==> config.mk <==
export PLATFORM = sky130hd
export DESIGN_NAME = pnf_sum
export DESIGN_NICKNAME = d
export VERILOG_FILES = /design/src/hw/rtl/pnf_pkg.sv /design/src/hw/rtl/pnf_sum.sv
export SDC_FILE = /design/constraint.sdc
export NUM_CORES = 1
export LEC_CHECK = 0
export BUFFER_PORTS_ARGS = -buffer_cell sky130_fd_sc_hd__buf_2
export CORE_MARGIN = 3
export CORE_UTILIZATION = 60
export DETAILED_ROUTE_END_ITERATION = 8
export GPL_TIMING_DRIVEN = 0
export PLACE_DENSITY_LB_ADDON = 0.1
export SLEW_MARGIN = 25
export SYNTH_ARGS = -nofsm -noshare
export SYNTH_HDL_FRONTEND = slang
export SYNTH_SLANG_ARGS = --single-unit
export TNS_END_PERCENT = 1
==> constraint.sdc <==
create_clock -name clock -period 6.1 [get_ports clock]
set_input_delay 0.915 -clock clock [delete_from_list [all_inputs] [get_ports clock]]
set_output_delay 0.915 -clock clock [all_outputs]
set_load 0.1 [all_outputs]
==> src/hw/rtl/pnf_pkg.sv <==
`timescale 1ns / 1ps
// ---------------------------------------------------------------------------
// pnf_pkg - shared types, constants and functions of the fBm noise pixel block
// Widths, register codes, gradient codes and the fixed-point dot and lerp.
// ---------------------------------------------------------------------------
package pnf_pkg;

   localparam int unsigned TABLE_ENTRIES_DEF = 256;
   localparam int unsigned MAX_OCTAVES_DEF   = 8;
   localparam int unsigned COORD_BITS_DEF    = 16;

   localparam int unsigned FREQ_W    = 24;
   localparam int unsigned OCT_CNT_W = 4;
   localparam int unsigned PERM_W    = 8;
   localparam int unsigned PIX_W     = 16;
   localparam int unsigned FRAC_W    = 16;
   localparam int unsigned FADE_W    = 17;
   localparam int unsigned VAL_W     = 20;
   localparam int unsigned NOISE_W   = 8;
   localparam int unsigned REQ_W     = 48;
   localparam int unsigned CSR_IDX_W = 1;

   localparam logic [FREQ_W-1:0]    FREQ_RESET = 24'd83886;
   localparam logic [OCT_CNT_W-1:0] OCT_RESET  = 4'd8;

   typedef enum logic [CSR_IDX_W-1:0] {
      CSR_BASE_FREQ = 1'b0,
      CSR_OCT_COUNT = 1'b1
   } csr_index_type;

   typedef enum logic [1:0] {
      GRAD_PP = 2'd0,
      GRAD_MP = 2'd1,
      GRAD_MM = 2'd2,
      GRAD_PM = 2'd3
   } grad_type;

   typedef struct packed {
      logic              valid;
      logic              pixel;
      logic [PERM_W-1:0] index;
      logic [PERM_W-1:0] value;
   } pnf_ctl_type;

   typedef logic signed [VAL_W-1:0] val_type;

   localparam val_type ONE_Q16 = 20'sd65536;

   function automatic val_type grad_dot(grad_type g, logic [FRAC_W-1:0] tx,
                                        logic [FRAC_W-1:0] ty, logic x_next,
                                        logic y_next);
      val_type dx;
      val_type dy;
      val_type r;
      dx = $signed({4'b0, tx}) - (x_next ? ONE_Q16 : 20'sd0);
      dy = $signed({4'b0, ty}) - (y_next ? ONE_Q16 : 20'sd0);
      unique case (g)
         GRAD_PP: r = dx + dy;
         GRAD_MP: r = dy - dx;
         GRAD_MM: r = -dx - dy;
         GRAD_PM: r = dx - dy;
         default: r = dx - dy;
      endcase
      return r;
   endfunction

   // a + floor((f*(b-a) + 2^15) / 2^16)
   function automatic val_type lerp(logic [FADE_W-1:0] f, val_type a, val_type b);
      logic signed [VAL_W:0]          d;
      logic signed [VAL_W+FADE_W+1:0] p;
      d = $signed({b[VAL_W-1], b}) - $signed({a[VAL_W-1], a});
      p = $signed({1'b0, f}) * d;
      p = p + 39'sd32768;
      return a + $signed(p[VAL_W+15:16]);
   endfunction

endpackage

==> src/hw/rtl/pnf_sum.sv <==
`timescale 1ns / 1ps
// ---------------------------------------------------------------------------
// pnf_sum - weighted octave sum and mapping to 0..255
// Pair sums, total, then round((s+1)/2*255) with saturation.
// ---------------------------------------------------------------------------
module pnf_sum #(
   parameter int unsigned MAX_OCTAVES = pnf_pkg::MAX_OCTAVES_DEF
) (
   input  logic                                clock,
   input  logic                                adv,
   input  logic [$clog2(MAX_OCTAVES+1)-1:0]    oct_eff,
   input  pnf_pkg::val_type                    noise [MAX_OCTAVES],
   output logic [pnf_pkg::NOISE_W-1:0]         value
);

   localparam int unsigned OCT_W  = $clog2(MAX_OCTAVES + 1);
   localparam int unsigned TERM_W = pnf_pkg::VAL_W + 16;
   localparam int unsigned ACC_W  = TERM_W + $clog2(MAX_OCTAVES) + 2;
   localparam int unsigned PAIRS  = (MAX_OCTAVES + 1) / 2;
   localparam int unsigned R_W    = ACC_W + 9;

   logic signed [ACC_W-1:0] term_in [MAX_OCTAVES];
   logic signed [ACC_W-1:0] pair_ff [PAIRS];
   logic signed [ACC_W-1:0] acc_in;
   logic signed [ACC_W-1:0] acc_ff;
   logic signed [ACC_W-1:0] v_in;
   logic [R_W-1:0]          r_in;
   logic [pnf_pkg::NOISE_W-1:0] value_ff;

   always_comb begin
      for (int o = 0; o < MAX_OCTAVES; o++) begin
         term_in[o] = (OCT_W'(o) < oct_eff) ? (ACC_W'(noise[o]) <<< (16 - o)) : '0;
      end
      acc_in = '0;
      for (int p = 0; p < PAIRS; p++) begin
         acc_in = acc_in + pair_ff[p];
      end
      v_in = acc_ff + (ACC_W'(1) <<< 32);
      if (v_in[ACC_W-1]) begin
         v_in = '0;
      end
      r_in = ((R_W'(v_in) << 8) - R_W'(v_in) + (R_W'(1) << 32)) >> 33;
   end

   always_ff @(posedge clock) begin
      if (adv) begin
         for (int p = 0; p < PAIRS; p++) begin
            if (2 * p + 1 < MAX_OCTAVES) begin
               pair_ff[p] <= term_in[2*p] + term_in[2*p+1];
            end else begin
               pair_ff[p] <= term_in[2*p];
            end
         end
         acc_ff   <= acc_in;
         value_ff <= (r_in > R_W'(255)) ? 8'd255 : r_in[7:0];
      end
   end

   assign value = value_ff;

endmodule

Word level (Yosys, flattened, before mapping):

Memories as Yosys holds them, arrays and structs flattened.
Cells that the tools add are included.

* register bits: 49
* bits in writable memories: 164
* input port bits: 166
* output and inout port bits: 8
* word-level logic and storage cells: 33
* memories kept: 1

* $add $sub $neg: 10
* $lt $le $gt $ge: 9
* multiplexer cells: 11

Memory list
* pair_ff: depth 4, bits a word 41, rd ports 4, clocked after memory_dff 0, write ports 4, RTL line pnf_sum.sv:23 `logic signed [ACC_W-1:0] pair_ff [PAIRS];`

Operators by type and width (count)
* 41-bit two-way mux: 8
* 41-bit adder: 7
* 49-bit by 34-bit adder with 50-bit output, second input constant: 1
* 48-bit by 40-bit subtractor with 49-bit output: 1
* 41-bit by 34-bit adder with 41-bit output, second input constant: 1
* 40-bit two-way mux: 1
* 17-bit by 8-bit > comparator with 1-bit output, second input constant: 1
* 3-bit by 4-bit < comparator with 1-bit output, first input constant: 4
* 1-bit by 4-bit < comparator with 1-bit output, first input constant: 2
* 2-bit by 4-bit < comparator with 1-bit output, first input constant: 2
* 1-bit two-way mux: 2

Logic depth before layout (Yosys ltp):

* depth after elaboration: 5
* mapped depth: 24
* depth with buffers taken out: 19

Worst setup path after synthesis:

No wires, ideal clock.

* path type: register -> register
* start point: reg acc_ff[32]
* end point: reg value_ff (netlist bit value[2]) (data pin)
* library setup time: 0.278 ns
* data arrival time: 4.356 ns
* required time: 5.822 ns
* slack: 1.467 ns
* cell stages (with the launch flop): 24
* buffers on the path: 4
* clock period less this slack: 4.633 ns
* cell sequence: edfxtp_1 -> ha_1 -> and3_1 -> a21boi_4 -> buf_6 -> buf_4 -> nor2_2 -> nand2_1 -> ha_1 -> clkbuf_1 -> nor2b_1 -> nand2_1 -> a211oi_1 -> o22ai_1 -> a21bo_2 -> nand2_2 -> xnor2_1 -> ha_1 -> and3_1 -> clkbuf_1 -> nor2b_1 -> nand4_1 -> mux2_4 -> o2111ai_1

* longest elaborated chain between the ends: 5

Ends and longest elaborated chain
* start, declared: RTL line pnf_sum.sv:25 `logic signed [ACC_W-1:0] acc_ff;`
* start signal, assigned: RTL line pnf_sum.sv:54 `acc_ff <= acc_in;`
* 41-bit by 34-bit adder with 41-bit output (*): RTL line pnf_sum.sv:38 `v_in = acc_ff + (ACC_W'(1) <<< 32);`
* 40-bit two-way mux (*): RTL line pnf_sum.sv:39 `if (v_in[ACC_W-1]) begin`
* 48-bit by 40-bit subtractor with 49-bit output (*): RTL line pnf_sum.sv:42 `r_in = ((R_W'(v_in) << 8) - R_W'(v_in) + (R_W'(1) << 32)) >> 33;`
* 49-bit by 34-bit adder with 50-bit output (*): RTL line pnf_sum.sv:42
* 17-bit by 8-bit > comparator with 1-bit output: RTL line pnf_sum.sv:55 `value_ff <= (r_in > R_W'(255)) ? 8'd255 : r_in[7:0];`
* end signal, assigned: RTL line pnf_sum.sv:55
* end, declared: RTL line pnf_sum.sv:28 `logic [pnf_pkg::NOISE_W-1:0] value_ff;`

Mark *: on every way between the ends. The rest lies on a longest branch, timed or not.
A chain may end at the register's enable or synchronous reset.

Worst setup path in the final report:

Same ends and word-level chain as after synthesis.

==> results.cfg <==
[logic_synthesis]
synth-seq-area-share_pct = 32.98
ys.flop_type = edfxtp_1
syn_avg_cell_area_um2 = 9.810
netlist_instances = 1448
synth_cell_type_count = 90
ys_warn_count = 0
syn-num-nets = 1799
async_flop_share_pct = 0
syn-cell-area_mm2 = 0.01420
ys_seq_elements = 156
synth-edff-count = 156

[die]
die_height_um = 159.9
coreArea_mm2 = 0.02298
die_w_um = 159.9
fp-row-count = 55
num_io_pins = 174
dieArea_mm2 = 0.02556
initial_core_util_pct = 61.80

[pwr]
pwr-share-clk_pct = 12.8
p_leak_nw = 6.837
switching_share_pct = 47.09
p_int_mw = 4.596
p_sw_mw = 4.090
p_seq_share_pct = 20.9
comb_power_share_pct = 66.3
design_power_total_mw = 8.685
p_per_area_mw_per_mm2 = 538.1
peakVddDrop_mv = 0.3364

[run_status]
outcome = completed

[global_route]
grt_pass1_vias = 11740
grt_max_degree = 91
grt_pass1_wl_mm = 55.59
track_usage_pct = 26.84
grt_overflow = 0
antenna_found_initial = 1

[place]
dp.cells = 1933
gp_congestion = 0.9382
place_area_mm2 = 0.01549
port_buffers = 171
pre_cts_slack_ns = 0.3608
dp_hpwl_mm = 27.51

[sta]
post-route-min-period_ns = 5.549
max_freq_ghz = 0.1802
relSlewSlack_pct = 46.26
setup_ws_ns = 0.5509
layout_worst_path_cycle_share_pct = 90.97
fin_hold_ws_ns = 0.4277
tightestPinTransition_ns = 0.8031
setup_viol = 0
rsz0062_at_grt = no
clock-skew-final_ns = 0.01764
setup_tns_ns = 0
hold_viol_final = 0
maxSlewViolCount = 0

[hold_path]
hold_path_end = acc_ff[9]
holdPathStages = 0
hold_path.class = register to register
hp-start = pair_ff[3][9]

[critical_path]
cpPeakStageDelay_ns = 0.47
worst_setup_path_start_kind = register
crit_chain = ha_1 -> and3_1 -> a21boi_4 -> buf_6 -> buf_4 -> nor2_4 -> nand2_1 -> ha_1 -> nor3b_1 -> and4_1 -> o22ai_1 -> nand2_1 -> a22o_1 -> nor3_1 -> ha_1 -> and3_1 -> clkbuf_1 -> nor2b_1 -> nand4_1 -> mux2_4 -> o2111ai_1
r2r-end = value[2]
arrival_ns = 5.70
worstReg2RegStart = acc_ff[32]
cp_top_family = simple AND/OR/NAND/NOR gates
crit_slowest_cell = edfxtp_1
worst_r2r_path_depth = 21
rrSetupSlack_ns = 0.55
worstPathRequired_ns = 6.25
path_common_cell = ha_1
path_class = register to register
crit_path_max_fanout = 10
crit_buf_inv = 3
end_kind = register

[final_layout]
synthToLayoutAreaGrowth_pct = 13.63
postLayoutCoreUtil_pct = 70.22
post-route-cell-area_mm2 = 0.01614
n_antenna_cell = 0
regArea_mm2 = 0.004684
fillCellCount = 1835
final_common_cell = buf_2
instances_no_fill = 1965
fin_nets = 1990
mostFrequentLayoutCells = 174 x buf_2, 156 x edfxtp_1, 138 x nor2b_1
layout-drive-gt1-share_pct = 14.95
multi_input_area_mm2 = 0.009087

[clocking]
cts_setup_buffers = 0
cts_sinks = 156
clk_pin_slew_worst_paths_ns = 0.07
htreeDepth = 4
cts_tree = done
clk_root_buffer_cell = clkbuf_16
ctsHoldBuffers = 0
clk_latency_ns = 0.43
cts_buffers = 17
clk_path_buf_depth = 2

[job]
drv_cap = 0

[route]
first_iter_violations = 801
drt_first_pass_iters = 8
ant_nets = 0
avgRoutedWirePerCell_um = 17.14
drt_wl_total_mm = 33.68
via_per_inst = 5.798
num_vias = 11390
drc_errors = 0
## how the worst max path moves through the flow
| stage | start | to | cells past startpoint | slack [ns] |
|---|---|---|---|---|
| 2_1_floorplan | acc_ff[32] | value[2] | 23 | 1.47 |
| 3_3_place_gp | acc_ff[32] | value[5] | 19 | 0.39 |
| 3_5_place_dp | acc_ff[32] | value[5] | 19 | 0.36 |
| 4_1_cts | acc_ff[32] | value[5] | 19 | 0.32 |
| 5_1_grt | acc_ff[32] | value[2] | 21 | 0.11 |
| 6_report | acc_ff[32] | value[2] | 21 | 0.55 |
## power groups by stage
stage	registers (mW)	logic [mW]	clock network, mW
after detailed placement	1.83	5.67	0
after global placement	1.83	5.53	0
after CTS	1.81	5.71	1.12
final	1.82	5.76	1.11
after floorplan	1.88	4.39	0
after global routing	1.85	6.42	1.18
## worst register-to-register path: cells and delay by family (launching register included)
family	cells	cell delay (ns)
AND/OR/NAND/NOR	10	2.21
adder cells (fa/ha/maj)	3	0.91
AO/OA/AOI/OAI	4	0.82
buffers and inverters	3	0.57
flip-flops	1	0.47
multiplexers	1	0.29
## cell type report
type                    count  share of cell area [%]
clock buffers              17                   2.636
plain buffers              32                  0.9147
multi-input cells        1181                   56.30
repair buffers            172                   5.535
clock inverters            15                   1.326
well taps                 313                   2.426
flip-flops and latches    156                   29.02
inverters                  79                   1.837
## registers in the layout, indices dropped and copies added (netlist names)
name,flops
acc_ff,32
value,8
pair_ff,116
## logic make-up (layout without fill, tap and decap cells)
group | count (synthesis) | after routing | share of synthesized area (%)
AND/OR/NAND/NOR | 537 | 537 | 20.51
AO/OA/AOI/OAI | 335 | 335 | 16.22
adder cells (fa/ha/maj) | 192 | 192 | 19.81
flip-flops | 156 | 156 | 32.98
XOR/XNOR | 114 | 114 | 7.029
buffers and inverters | 111 | 315 | 3.127
multiplexers | 3 | 3 | 0.3347
## synthesized netlist by cell type (28+ instances only)
library cell	number	area [µm²]
edfxtp_1	156	4684
nor2b_1	138	863.3
ha_1	128	1602
nor2_1	103	386.6
xnor2_1	91	797.0
inv_1	79	296.5
a21oi_1	74	370.4
nand2_1	67	251.5
o21ai_0	66	330.3
fa_1	57	1141
and2_1	48	300.3
nor3_1	35	175.2
nand2b_1	33	206.5
and3_1	30	187.7
nand3_1	28	140.1
## repair_timing
action	CTS	global route
gates resized for setup	0	2
hold endpoints to repair	0	0
setup endpoints to repair	0	8
## routing by layer
metal | routed length [µm] | share of wire [%] | global-route usage (%) | up-vias
met3 | 1908 | 5.7 | 4.332 | 44
met4 | 624 | 1.9 | 6.746 | 2
met2 | 16470 | 49 | 47.05 | 347
met5 | 13 | 0.039 | 0 | -
met1 | 14670 | 44 | 34.94 | 5362
li1 | - | - | - | 5638
Note: power is estimated with default switching activity, not from simulation.
